--- src/design/ufrb_pkg.sv ---
package ufrb_pkg;

    localparam int MAX_NODES   = 1024;
    localparam int STACK_DEPTH = 2048;

    localparam int NODE_W   = $clog2(MAX_NODES);
    localparam int SIZE_W   = NODE_W + 1;
    localparam int FILL_W   = $clog2(STACK_DEPTH + 1);
    localparam int SADDR_W  = $clog2(STACK_DEPTH);
    localparam int COUNT_W  = 10;
    localparam int CMD_W    = 2;
    localparam int STATUS_W = 3;

    localparam logic [COUNT_W-1:0] NODE_COUNT_RESET = 10'd1023;
    localparam logic [COUNT_W-1:0] COUNT_MAX        = {COUNT_W{1'b1}};

    localparam logic [CMD_W-1:0] CMD_JOIN     = 2'd0;
    localparam logic [CMD_W-1:0] CMD_ROLLBACK = 2'd1;
    localparam logic [CMD_W-1:0] CMD_CLEAR    = 2'd2;

    typedef enum logic [STATUS_W-1:0] {
        ST_MERGED  = 3'd0,
        ST_SAME    = 3'd1,
        ST_UNDONE  = 3'd2,
        ST_MARKER  = 3'd3,
        ST_EMPTY   = 3'd4,
        ST_FULL    = 3'd5,
        ST_BAD     = 3'd6,
        ST_CLEARED = 3'd7
    } status_t;

    // Packed so that the first field sits in the highest bits.
    typedef struct packed {
        logic [NODE_W-1:0] node_b;
        logic [NODE_W-1:0] node_a;
        logic [CMD_W-1:0]  command;
    } cmd_t;

    typedef struct packed {
        logic [NODE_W-1:0]  root;
        logic [COUNT_W-1:0] components;
        status_t            status;
    } result_t;

    typedef struct packed {
        logic [SIZE_W-1:0] size;
        logic [NODE_W-1:0] parent;
    } node_word_t;

    typedef struct packed {
        logic              marker;
        logic [NODE_W-1:0] child;
    } stack_entry_t;

    localparam int NODE_WORD_W = $bits(node_word_t);
    localparam int STACK_W     = $bits(stack_entry_t);
    localparam int IN_FIELD_W  = $bits(cmd_t);
    localparam int OUT_FIELD_W = $bits(result_t);
    localparam int IN_DATA_W   = ((IN_FIELD_W + 7) / 8) * 8;
    localparam int OUT_DATA_W  = ((OUT_FIELD_W + 7) / 8) * 8;

endpackage

--- src/design/ufrb_ctrl.sv ---
module ufrb_ctrl (
    input  logic                                aclk,
    input  logic                                aresetn,
    input  logic                                in_valid,
    output logic                                in_ready,
    input  ufrb_pkg::cmd_t                      in_cmd,
    input  logic [ufrb_pkg::COUNT_W-1:0]        node_count,
    output logic                                res_valid,
    input  logic                                res_ready,
    output ufrb_pkg::result_t                   res,
    output logic                                node_we,
    output logic [ufrb_pkg::NODE_W-1:0]         node_waddr,
    output logic [ufrb_pkg::NODE_WORD_W-1:0]    node_wdata,
    output logic [ufrb_pkg::NODE_W-1:0]         node_raddr,
    input  logic [ufrb_pkg::NODE_WORD_W-1:0]    node_rdata,
    output logic                                stack_we,
    output logic [ufrb_pkg::SADDR_W-1:0]        stack_waddr,
    output logic [ufrb_pkg::STACK_W-1:0]        stack_wdata,
    output logic [ufrb_pkg::SADDR_W-1:0]        stack_raddr,
    input  logic [ufrb_pkg::STACK_W-1:0]        stack_rdata
);

    import ufrb_pkg::*;

    typedef enum logic [3:0] {
        S_SWEEP,
        S_IDLE,
        S_DECODE,
        S_WALK_A,
        S_WALK_B,
        S_SZ_A,
        S_SZ_B,
        S_MERGE,
        S_POP,
        S_UNDO1,
        S_UNDO2,
        S_UNDO3,
        S_FINISH
    } state_t;

    state_t              state_reg, state_next;
    cmd_t                cmd_reg, cmd_next;
    logic [NODE_W-1:0]   x_reg, x_next;
    logic [NODE_W-1:0]   step_reg, step_next;
    logic [NODE_W-1:0]   ra_reg, ra_next;
    logic [NODE_W-1:0]   rb_reg, rb_next;
    logic [NODE_W-1:0]   pa_reg, pa_next;
    logic [SIZE_W-1:0]   sa_reg, sa_next;
    logic [NODE_W-1:0]   child_reg, child_next;
    logic [SIZE_W-1:0]   sum_reg, sum_next;
    logic [FILL_W-1:0]   fill_reg, fill_next;
    logic [COUNT_W-1:0]  comp_reg, comp_next;
    logic [NODE_W-1:0]   sweep_idx_reg, sweep_idx_next;
    logic [NODE_W-1:0]   sweep_last_reg, sweep_last_next;
    logic                sweep_clear_reg, sweep_clear_next;
    status_t             status_reg, status_next;
    logic [NODE_W-1:0]   root_reg, root_next;

    node_word_t          nrd;
    node_word_t          nwr;
    stack_entry_t        srd;
    stack_entry_t        swr;
    logic [FILL_W-1:0]   fill_dec;
    logic [FILL_W-1:0]   fill_inc;
    logic                walk_hit;
    logic                walk_end;
    logic [NODE_W-1:0]   walk_root;
    logic [SIZE_W-1:0]   size_diff;
    logic [COUNT_W-1:0]  comp_dec;
    logic [COUNT_W-1:0]  comp_inc;

    assign nrd        = node_word_t'(node_rdata);
    assign srd        = stack_entry_t'(stack_rdata);
    assign node_wdata = nwr;
    assign stack_wdata = swr;

    assign fill_dec  = fill_reg - FILL_W'(1);
    assign fill_inc  = fill_reg + FILL_W'(1);
    assign comp_dec  = (comp_reg == '0) ? comp_reg : comp_reg - COUNT_W'(1);
    assign comp_inc  = (comp_reg == COUNT_MAX) ? comp_reg : comp_reg + COUNT_W'(1);
    assign size_diff = nrd.size - sa_reg;

    // A walk ends at a self link, or after the longest chain the table can hold.
    assign walk_hit  = (nrd.parent == x_reg);
    assign walk_end  = walk_hit || (step_reg == NODE_W'(MAX_NODES - 1));
    assign walk_root = walk_hit ? x_reg : nrd.parent;

    assign in_ready  = (state_reg == S_IDLE);
    assign res_valid = (state_reg == S_FINISH);
    assign res.status     = status_reg;
    assign res.components = comp_reg;
    assign res.root       = root_reg;

    always_comb begin
        state_next       = state_reg;
        cmd_next         = cmd_reg;
        x_next           = x_reg;
        step_next        = step_reg;
        ra_next          = ra_reg;
        rb_next          = rb_reg;
        pa_next          = pa_reg;
        sa_next          = sa_reg;
        child_next       = child_reg;
        sum_next         = sum_reg;
        fill_next        = fill_reg;
        comp_next        = comp_reg;
        sweep_idx_next   = sweep_idx_reg;
        sweep_last_next  = sweep_last_reg;
        sweep_clear_next = sweep_clear_reg;
        status_next      = status_reg;
        root_next        = root_reg;

        node_we     = 1'b0;
        node_waddr  = x_reg;
        nwr         = '0;
        node_raddr  = x_reg;
        stack_we    = 1'b0;
        stack_waddr = fill_reg[SADDR_W-1:0];
        swr         = '0;
        stack_raddr = fill_dec[SADDR_W-1:0];

        case (state_reg)
            S_SWEEP: begin
                node_we    = 1'b1;
                node_waddr = sweep_idx_reg;
                nwr.parent = sweep_idx_reg;
                nwr.size   = SIZE_W'(1);
                if (sweep_idx_reg == sweep_last_reg) begin
                    if (sweep_clear_reg) begin
                        status_next = ST_CLEARED;
                        root_next   = '0;
                        state_next  = S_FINISH;
                    end else begin
                        state_next  = S_IDLE;
                    end
                end else begin
                    sweep_idx_next = sweep_idx_reg + NODE_W'(1);
                end
            end
            S_IDLE: begin
                if (in_valid) begin
                    cmd_next   = in_cmd;
                    state_next = S_DECODE;
                end
            end
            S_DECODE: begin
                root_next = '0;
                case (cmd_reg.command)
                    CMD_JOIN: begin
                        if (cmd_reg.node_a > node_count || cmd_reg.node_b > node_count) begin
                            status_next = ST_BAD;
                            state_next  = S_FINISH;
                        end else if (fill_reg == FILL_W'(STACK_DEPTH)) begin
                            status_next = ST_FULL;
                            state_next  = S_FINISH;
                        end else begin
                            node_raddr = cmd_reg.node_a;
                            x_next     = cmd_reg.node_a;
                            step_next  = '0;
                            state_next = S_WALK_A;
                        end
                    end
                    CMD_ROLLBACK: begin
                        if (fill_reg == '0) begin
                            status_next = ST_EMPTY;
                            state_next  = S_FINISH;
                        end else begin
                            fill_next  = fill_dec;
                            state_next = S_POP;
                        end
                    end
                    CMD_CLEAR: begin
                        sweep_idx_next = '0;
                        if (node_count > COUNT_W'(MAX_NODES - 1)) begin
                            sweep_last_next = NODE_W'(MAX_NODES - 1);
                        end else begin
                            sweep_last_next = NODE_W'(node_count);
                        end
                        sweep_clear_next = 1'b1;
                        fill_next        = '0;
                        comp_next        = node_count;
                        state_next       = S_SWEEP;
                    end
                    default: begin
                        status_next = ST_BAD;
                        state_next  = S_FINISH;
                    end
                endcase
            end
            S_WALK_A: begin
                if (walk_end) begin
                    ra_next    = walk_root;
                    x_next     = cmd_reg.node_b;
                    step_next  = '0;
                    node_raddr = cmd_reg.node_b;
                    state_next = S_WALK_B;
                end else begin
                    x_next     = nrd.parent;
                    step_next  = step_reg + NODE_W'(1);
                    node_raddr = nrd.parent;
                end
            end
            S_WALK_B: begin
                if (walk_end) begin
                    rb_next = walk_root;
                    if (walk_root == ra_reg) begin
                        stack_we    = 1'b1;
                        swr.marker  = 1'b1;
                        fill_next   = fill_inc;
                        status_next = ST_SAME;
                        root_next   = ra_reg;
                        state_next  = S_FINISH;
                    end else begin
                        node_raddr = ra_reg;
                        state_next = S_SZ_A;
                    end
                end else begin
                    x_next     = nrd.parent;
                    step_next  = step_reg + NODE_W'(1);
                    node_raddr = nrd.parent;
                end
            end
            S_SZ_A: begin
                pa_next    = nrd.parent;
                sa_next    = nrd.size;
                node_raddr = rb_reg;
                state_next = S_SZ_B;
            end
            S_SZ_B: begin
                // On equal sizes the root of node_a survives.
                node_we = 1'b1;
                if (sa_reg < nrd.size) begin
                    node_waddr = ra_reg;
                    nwr.parent = rb_reg;
                    nwr.size   = sa_reg;
                    ra_next    = rb_reg;
                    pa_next    = nrd.parent;
                    child_next = ra_reg;
                end else begin
                    node_waddr = rb_reg;
                    nwr.parent = ra_reg;
                    nwr.size   = nrd.size;
                    child_next = rb_reg;
                end
                sum_next   = sa_reg + nrd.size;
                state_next = S_MERGE;
            end
            S_MERGE: begin
                node_we     = 1'b1;
                node_waddr  = ra_reg;
                nwr.parent  = pa_reg;
                nwr.size    = sum_reg;
                stack_we    = 1'b1;
                swr.marker  = 1'b0;
                swr.child   = child_reg;
                fill_next   = fill_inc;
                comp_next   = comp_dec;
                status_next = ST_MERGED;
                root_next   = ra_reg;
                state_next  = S_FINISH;
            end
            S_POP: begin
                if (srd.marker) begin
                    status_next = ST_MARKER;
                    state_next  = S_FINISH;
                end else begin
                    child_next = srd.child;
                    node_raddr = srd.child;
                    state_next = S_UNDO1;
                end
            end
            S_UNDO1: begin
                pa_next    = nrd.parent;
                sa_next    = nrd.size;
                node_raddr = nrd.parent;
                state_next = S_UNDO2;
            end
            S_UNDO2: begin
                node_we    = 1'b1;
                node_waddr = pa_reg;
                nwr.parent = nrd.parent;
                nwr.size   = size_diff;
                // A child that is its own parent keeps the reduced size.
                sum_next   = (pa_reg == child_reg) ? size_diff : sa_reg;
                state_next = S_UNDO3;
            end
            S_UNDO3: begin
                node_we     = 1'b1;
                node_waddr  = child_reg;
                nwr.parent  = child_reg;
                nwr.size    = sum_reg;
                comp_next   = comp_inc;
                status_next = ST_UNDONE;
                root_next   = child_reg;
                state_next  = S_FINISH;
            end
            S_FINISH: begin
                if (res_ready) begin
                    state_next = S_IDLE;
                end
            end
            default: begin
                state_next = S_IDLE;
            end
        endcase
    end

    always_ff @(posedge aclk) begin
        if (!aresetn) begin
            state_reg       <= S_SWEEP;
            fill_reg        <= '0;
            comp_reg        <= NODE_COUNT_RESET;
            sweep_idx_reg   <= '0;
            sweep_last_reg  <= NODE_W'(MAX_NODES - 1);
            sweep_clear_reg <= 1'b0;
        end else begin
            state_reg       <= state_next;
            fill_reg        <= fill_next;
            comp_reg        <= comp_next;
            sweep_idx_reg   <= sweep_idx_next;
            sweep_last_reg  <= sweep_last_next;
            sweep_clear_reg <= sweep_clear_next;
        end
        cmd_reg    <= cmd_next;
        x_reg      <= x_next;
        step_reg   <= step_next;
        ra_reg     <= ra_next;
        rb_reg     <= rb_next;
        pa_reg     <= pa_next;
        sa_reg     <= sa_next;
        child_reg  <= child_next;
        sum_reg    <= sum_next;
        status_reg <= status_next;
        root_reg   <= root_next;
    end

`ifndef SYNTH
    a_accept_decodes: assert property (@(posedge aclk) disable iff (!aresetn)
        in_valid && in_ready |=> state_reg == S_DECODE)
        else $error("accepted word did not move to decode");

    a_result_holds: assert property (@(posedge aclk) disable iff (!aresetn)
        res_valid && !res_ready |=> res_valid && $stable(res))
        else $error("stalled result changed");

    a_no_write_when_waiting: assert property (@(posedge aclk) disable iff (!aresetn)
        node_we |-> state_reg != S_IDLE && state_reg != S_FINISH)
        else $error("node table written while idle or waiting");

    a_merge_pushes: assert property (@(posedge aclk) disable iff (!aresetn)
        state_reg == S_MERGE |=> fill_reg == $past(fill_reg) + FILL_W'(1))
        else $error("merge did not push the undo stack");
`endif

endmodule

--- config.mk ---
export PLATFORM = sky130hd
export DESIGN_NAME = ufrb_ctrl
export DESIGN_NICKNAME = d
export VERILOG_FILES = /design/src/design/ufrb_pkg.sv /design/src/design/ufrb_ctrl.sv
export SDC_FILE = /design/constraint.sdc
export NUM_CORES = 1
export LEC_CHECK = 0
export BUFFER_PORTS_ARGS = -buffer_cell sky130_fd_sc_hd__buf_2
export CORE_UTILIZATION = 35
export DETAILED_ROUTE_END_ITERATION = 12
export PLACE_DENSITY = 0.6
export SLEW_MARGIN = 20
export SYNTH_ARGS = -nofsm -noshare
export SYNTH_HDL_FRONTEND = slang
export SYNTH_SLANG_ARGS = --single-unit
--- constraint.sdc ---
create_clock -name aclk -period 5.1 [get_ports aclk]
set_input_delay 0.51 -clock aclk [delete_from_list [all_inputs] [get_ports aclk]]
set_output_delay 0.51 -clock aclk [all_outputs]
set_load 0.02 [all_outputs]
==> metrics.cfg, run 1 <==
[floorplanning]
die_h_um = 185
initial_utilization_pct = 35.9
rows = 66
fp.dieW_um = 185
die-area_sq_um = 34300
coreArea_sq_um = 32800
ios = 169

[critical_path]
path_buf_inv = 3
cp_top_family = compound AO/OA/AOI/OAI gates
r2r-start = fill_reg[0]
path_common_cell = o21ai_0
cp_max_fo = 22
crit_chain = inv_1 > ha_1 > nor2b_1 > o21ai_0 > a21oi_1 > o31a_1 > o221ai_1 > a41oi_4 > buf_4 > mux2i_1 > o21ai_0 > buf_2
startpoint_type = register
crit_type = register to primary output
cp.arrival_ps = 3910
ff2ff_setup_slack_ps = 1150
worstPathRequired_ps = 4590
crit_path_end_kind = primary output
r2r-end = status_reg[0]
max_stage_delay_ps = 430
crit_slowest_cell = a41oi_4
reg2regPathDepth = 10

[cells_and_area]
drive_above_1_share_pct = 17.0
largest_register_ffs = 22
area_growth_pct = 14.4
finalNetCount = 1537
layout.cells.non_filler = 1868
final_cell_area_sq_um = 13500
diodes = 0
final_common_cell = buf_2
final_cell_mix = buf_2 (168), nand2_1 (120), edfxtp_1 (117), nor2_1 (99), o21ai_0 (89)
num-fill-cells = 3266
utilization_pct = 41.1

[sta]
fmax_ghz = 0.226
period_needed_ps = 4420
slew_viol_final = 0
finalCritPeriodShare_pct = 86.7
timing.hold.ws_ps = 231
max_slew_margin_pct = 21.2
worst-slew-pin-transition_ps = 1180
hold_violations = 0
setup_viol = 0
skew_ps = 9.74
rsz0062_at_grt = false
tns_ps = 0

[synthesis]
ys_seq_elements = 164
avgSynthCellArea_sq_um = 8.92
synth_edf_count = 117
yosysWarnings = 0
synthCells = 1318
syn_area_sq_um = 11800
ys_seq_area_share_pct = 37.9
synthArstFlopShare_pct = 0
ys.flop_type = edfxtp_1
syn_nets = 1442
ys_types = 74
synth_area_leaders = edfxtp_1 (30%), dfxtp_1 (8.0%), ha_1 (5.6%)
synth.top_cell.area_share_pct = 29.9
synth.largest_area_cell = edfxtp_1

[placed_design]
gp_congestion = 0.919
post_dp_cell_area_sq_um = 12800
port_buffers = 168
numPlacedInstances = 1835
hpwl_mm = 30.3

[routing]
drt.antenna.violating_nets = 0
finalWirelength_mm = 40.6
drc = 0
drt_iter0_markers = 1192
post_drt_wl_per_cell_um = 21.8
via_per_inst = 5.89
drt-pass1-iter-count = 5
vias = 11000

[min_path]
min_from = in_cmd[21]
hold_depth = 1
min_to = cmd_reg[21]
hold_path.class = input port to register

[clock_network]
clock-root-buffer = clkbuf_16
hold_buffers = 0
cts_buffers = 17
clk_latency_ps = 450
clock-sinks = 164
htree_levels = 4
cts_buffer_depth = 2
path_clk_slew_ps = 70
cts_tree = yes
cts_setup_buffers = 0
ctsResizeCount = 0

[pwr]
ir_worst_vdd_uv = 239
p_leak_nw = 5.47
p_per_area_nw_per_um2 = 240

[global_routing]
grt.overflow.total = 0
grt_use_total_pct = 24.0
grt_pass1_wl_mm = 61.9
grt_pass1_vias = 10300
antenna_found_initial = 1
grt_max_degree = 48

[status]
status = finished clean

[job]
maxCapViolCount = 0

==> cell type report <==
class	count	area [sq um]	area share [%]
multi-input combinational	993	6650	49.4
sequential	164	4450	33.1
timing repair buffer	190	1030	7.62
clock buffer	26	566	4.20
tap	442	553	4.11
inverter	47	176	1.31
clock inverter	6	32.5	0.242
==> cell families after synthesis <==
logic type	Yosys count	synth area share, %
buffers and inverters	161	5.88
AND/OR/NAND/NOR	385	15.5
adder cells (fa/ha/maj)	56	6.15
flip-flops	164	37.9
multiplexers	58	4.94
AO/OA/AOI/OAI	416	23.9
XOR/XNOR	78	5.81
==> cells in the mapped netlist (22+ instances only) <==
cell type    n
inv_1       47
dfxtp_1     47
nor3_1      28
a22oi_1     52
ha_1        53
clkbuf_1    73
edfxtp_1   117
mux2i_1     58
o211ai_1    29
nand3_1     36
o21ai_0     89
a21oi_1     88
xor2_1      38
and3_1      22
nor2_1     100
nand2_1    121
xnor2_1     40
==> power breakdown <==
group          switching, mW  leakage, nW  internal [mW]
sequential            0.0335         1.43           1.44
combinational          0.279         3.73          0.150
clock                  0.557        0.304          0.765
==> worst max path at each step <==
stage | startpoint | to | slack [ps] | cells past startpoint
floorplan | node_count[5] | step_reg[0] | 1460 | 10
global route | sa_reg[1] | node_waddr[0] | 390 | 12
finish | sa_reg[1] | node_waddr[0] | 680 | 12
detailed placement | node_count[5] | node_raddr[6] | 1000 | 11
CTS | sa_reg[1] | node_waddr[7] | 710 | 12
global placement | node_count[5] | node_raddr[9] | 1070 | 11
==> worst register-to-register path, stage by stage, from the launching register on <==
cell	delay (ps)
dfxtp_1	390
inv_1	190
ha_1	300
or3b_1	540
nor2_1	130
and3_1	270
or4_1	570
buf_4	360
o21ai_1	140
a2111oi_0	550
buf_4	230
==> routing by layer <==
layer / wire [um] / vias up / track usage [%]
met5: 10 / - / 0
met4: 1460 / 2 / 10.3
met3: 2810 / 97 / 3.81
met2: 18600 / 526 / 37.9
met1: 17800 / 5283 / 32.2
li1: - / 5099 / -
==> through the flow <==
| step | total power [mW] | worst slack [ps] |
|---|---|---|
| after detailed placement | 1.93 | 998 |
| final | 3.23 | 677 |
| after global routing | 3.34 | 390 |
| after floorplan | 1.77 | 1460 |
| after global placement | 1.92 | 1070 |
| after CTS | 3.25 | 709 |
No activity file was read; power rests on OpenSTA's default activity.
==> run 2, diff against run 1 <==
--- a/config.mk
+++ b/config.mk
@@ -6,9 +6,11 @@
 export NUM_CORES = 1
 export LEC_CHECK = 0
 export BUFFER_PORTS_ARGS = -buffer_cell sky130_fd_sc_hd__buf_2
+export CELL_PAD_IN_SITES_DETAIL_PLACEMENT = 1
+export CELL_PAD_IN_SITES_GLOBAL_PLACEMENT = 2
 export CORE_UTILIZATION = 35
 export DETAILED_ROUTE_END_ITERATION = 12
-export PLACE_DENSITY = 0.6
+export PLACE_DENSITY = 0.87
 export SLEW_MARGIN = 20
 export SYNTH_ARGS = -nofsm -noshare
 export SYNTH_HDL_FRONTEND = slang
==> run 2 against run 1 <==
Worst setup slack worse by 180 ps. First-iteration DRC count decreased by 32%. Clock-buffer cell count shrank 9. Die area unchanged. Maximum frequency down 3.8%. Core utilization shrank 0.080 points. Non-clock buffer count decreased by 1. Critical endpoint is now node_raddr[7]. Register-to-register slack got worse by 60 ps.
==> metrics.cfg, run 2 (synthesis results as in run 1) <==
[status]
status = finished clean

[sta]
hold_violations = 0  ; unchanged
finalCritPeriodShare_pct = 90.2  ; +3.5 points
skew_ps = 14.3  ; +4.55 ps
max_slew_margin_pct = 23.8  ; +2.7 points
tns_ps = 0  ; unchanged
rsz0062_at_grt = false
setup_viol = 0  ; unchanged
period_needed_ps = 4600  ; +177 ps
fmax_ghz = 0.217  ; -3.8%
slew_viol_final = 0  ; unchanged
worst-slew-pin-transition_ps = 1140  ; -36.8 ps

[pwr]
power_mw = 3.26  ; +1.1%
p_leak_nw = 5.44  ; -0.56%
p_per_area_nw_per_um2 = 243  ; +1.3%
ir_worst_vdd_uv = 235  ; -1.8%

[job]
maxCapViolCount = 0  ; unchanged

[routing]
drt-pass1-iter-count = 5  ; unchanged
vias = 11100  ; +0.54%
drt.antenna.violating_nets = 0  ; unchanged
post_drt_wl_per_cell_um = 23.0  ; +5.6%
drt_iter0_markers = 813  ; -32%
finalWirelength_mm = 42.9  ; +5.6%
drc = 0  ; unchanged
via_per_inst = 5.93  ; +0.59%

[critical_path]
cp.arrival_ps = 4090  ; +180 ps
crit_type = register to primary output
crit_slowest_cell = or4_1
crit_path_end_kind = primary output
crit_chain = ha_1 > a21oi_1 > o21ai_0 > a2111oi_0 > o22ai_1 > or4_1 > a21oi_1 > a2bb2oi_1 > buf_2
cp_max_fo = 25  ; +14%
startpoint_type = register
max_stage_delay_ps = 930  ; +500 ps
worstPathRequired_ps = 4590  ; about the same
path_common_cell = a21oi_1

[floorplanning]
coreArea_sq_um = 32800  ; unchanged
rows = 66  ; unchanged
initial_utilization_pct = 35.9  ; unchanged
ios = 169  ; unchanged
fp.dieW_um = 185  ; unchanged
die-area_sq_um = 34300  ; unchanged
die_h_um = 185  ; unchanged

[cells_and_area]
diodes = 0  ; unchanged
drive_above_1_share_pct = 17.2  ; +0.15 points
final_common_cell = buf_2
final_cell_mix = buf_2 (168), nand2_1 (121), edfxtp_1 (117), nor2_1 (97)
largest_register_ffs = 22  ; unchanged
finalNetCount = 1536  ; -0.065%
area_growth_pct = 14.2

[placed_design]
gp_congestion = 0.917  ; -0.20%
port_buffers = 168  ; unchanged
hpwl_mm = 32.0  ; +5.7%

[global_routing]
grt_pass1_vias = 11200  ; +8.7%
grt_max_degree = 44  ; -8.3%
antenna_found_initial = 1  ; unchanged
grt.overflow.total = 0  ; unchanged
grt_use_total_pct = 25.4  ; +1.4 points
grt_pass1_wl_mm = 66.0  ; +6.6%

[clock_network]
clock-sinks = 164  ; unchanged
htree_levels = 4  ; unchanged
clock-root-buffer = clkbuf_16
clk_latency_ps = 470  ; +20 ps
cts_buffers = 17  ; unchanged
ctsResizeCount = 0  ; unchanged
cts_buffer_depth = 2  ; unchanged
cts_setup_buffers = 0  ; unchanged
cts_tree = yes
hold_buffers = 0  ; unchanged
path_clk_slew_ps = 80  ; about the same

[min_path]
hold_path.class = input port to register

## run 2: cell count changes in the layout (fill, tap and decap cells not counted), moves of 2 or more
cell        before  now
clkbuf_8         2    0
inv_8            0    4
inv_6            0    5
inv_4            2    0
clkinv_2         4    0
clkinvlp_4       0    2
clkbuf_1         2    0
nor2_2           0    2
clkbuf_16       21   17
nor2_1          99   97
## run 2: critical path, delay by kind of cell, from the launching register on
kind,cells,cell delay [ps]
buffers and inverters,1,220
flip-flops,1,490
adder cells (fa/ha/maj),1,360
AO/OA/AOI/OAI,6,1610
AND/OR/NAND/NOR,1,930
## run 2: per-stage QoR
stage | setup slack [ps] | cell area [sq um] | utilization [%] | instances | hold slack [ps]
6_report | 500 | 13400 | 41.0 | 1867 | 216
5_1_grt | 243 | 13400 | 41.0 | 1867 | 204
4_1_cts | 495 | 13400 | 41.0 | 1867 | 203
3_5_place_dp | 807 | 12800 | 39.2 | 1835 | 522
3_3_place_gp | 871 | 12800 | 39.2 | 1835 | 515
2_1_floorplan | 1460 | 11800 | - | 1318 | 475
## run 2: metal layers
layer,vias to the layer above,share of wire [%],GRT usage (%),routed length [um]
met5,-,0,0,0
met4,0,2.7,9.42,1180
met3,70,4.4,3.15,1880
met2,372,48,42.3,20700
met1,5519,45,33.5,19100
li1,5105,-,-,-
## run 2: path summary, 6_finish.rpt
| path | from | to | slack (ps) | cells after the start |
|---|---|---|---|---|
| worst max-delay path | cmd_reg[7] | node_raddr[7] | 500 | 9 |
| worst max register to register | cmd_reg[7] | status_reg[2] | 1090 | 8 |
| worst min register to register | sweep_clear_reg | sweep_clear_reg | 540 | 2 |
| worst min-delay path | in_cmd[2] | cmd_reg[2] | 220 | 1 |
## run 2: area by class of cell
type / count / area, sq um
Clock buffer: 17 / 425
Clock inverter: 15 / 164
Fill cell: 3893 / 19400
Inverter: 47 / 176
Sequential cell: 164 / 4450
Timing Repair Buffer: 189 / 1010
Multi-Input combinational cell: 993 / 6650
Tap cell: 442 / 553
## run 2: where the power goes
| group | switching [mW] | total, mW | internal, mW |
|---|---|---|---|
| Clock | 0.659 | 1.36 | 0.697 |
| Sequential | 0.0295 | 1.47 | 1.44 |
| Combinational | 0.284 | 0.436 | 0.152 |
| Total | 0.973 | 3.26 | 2.29 |
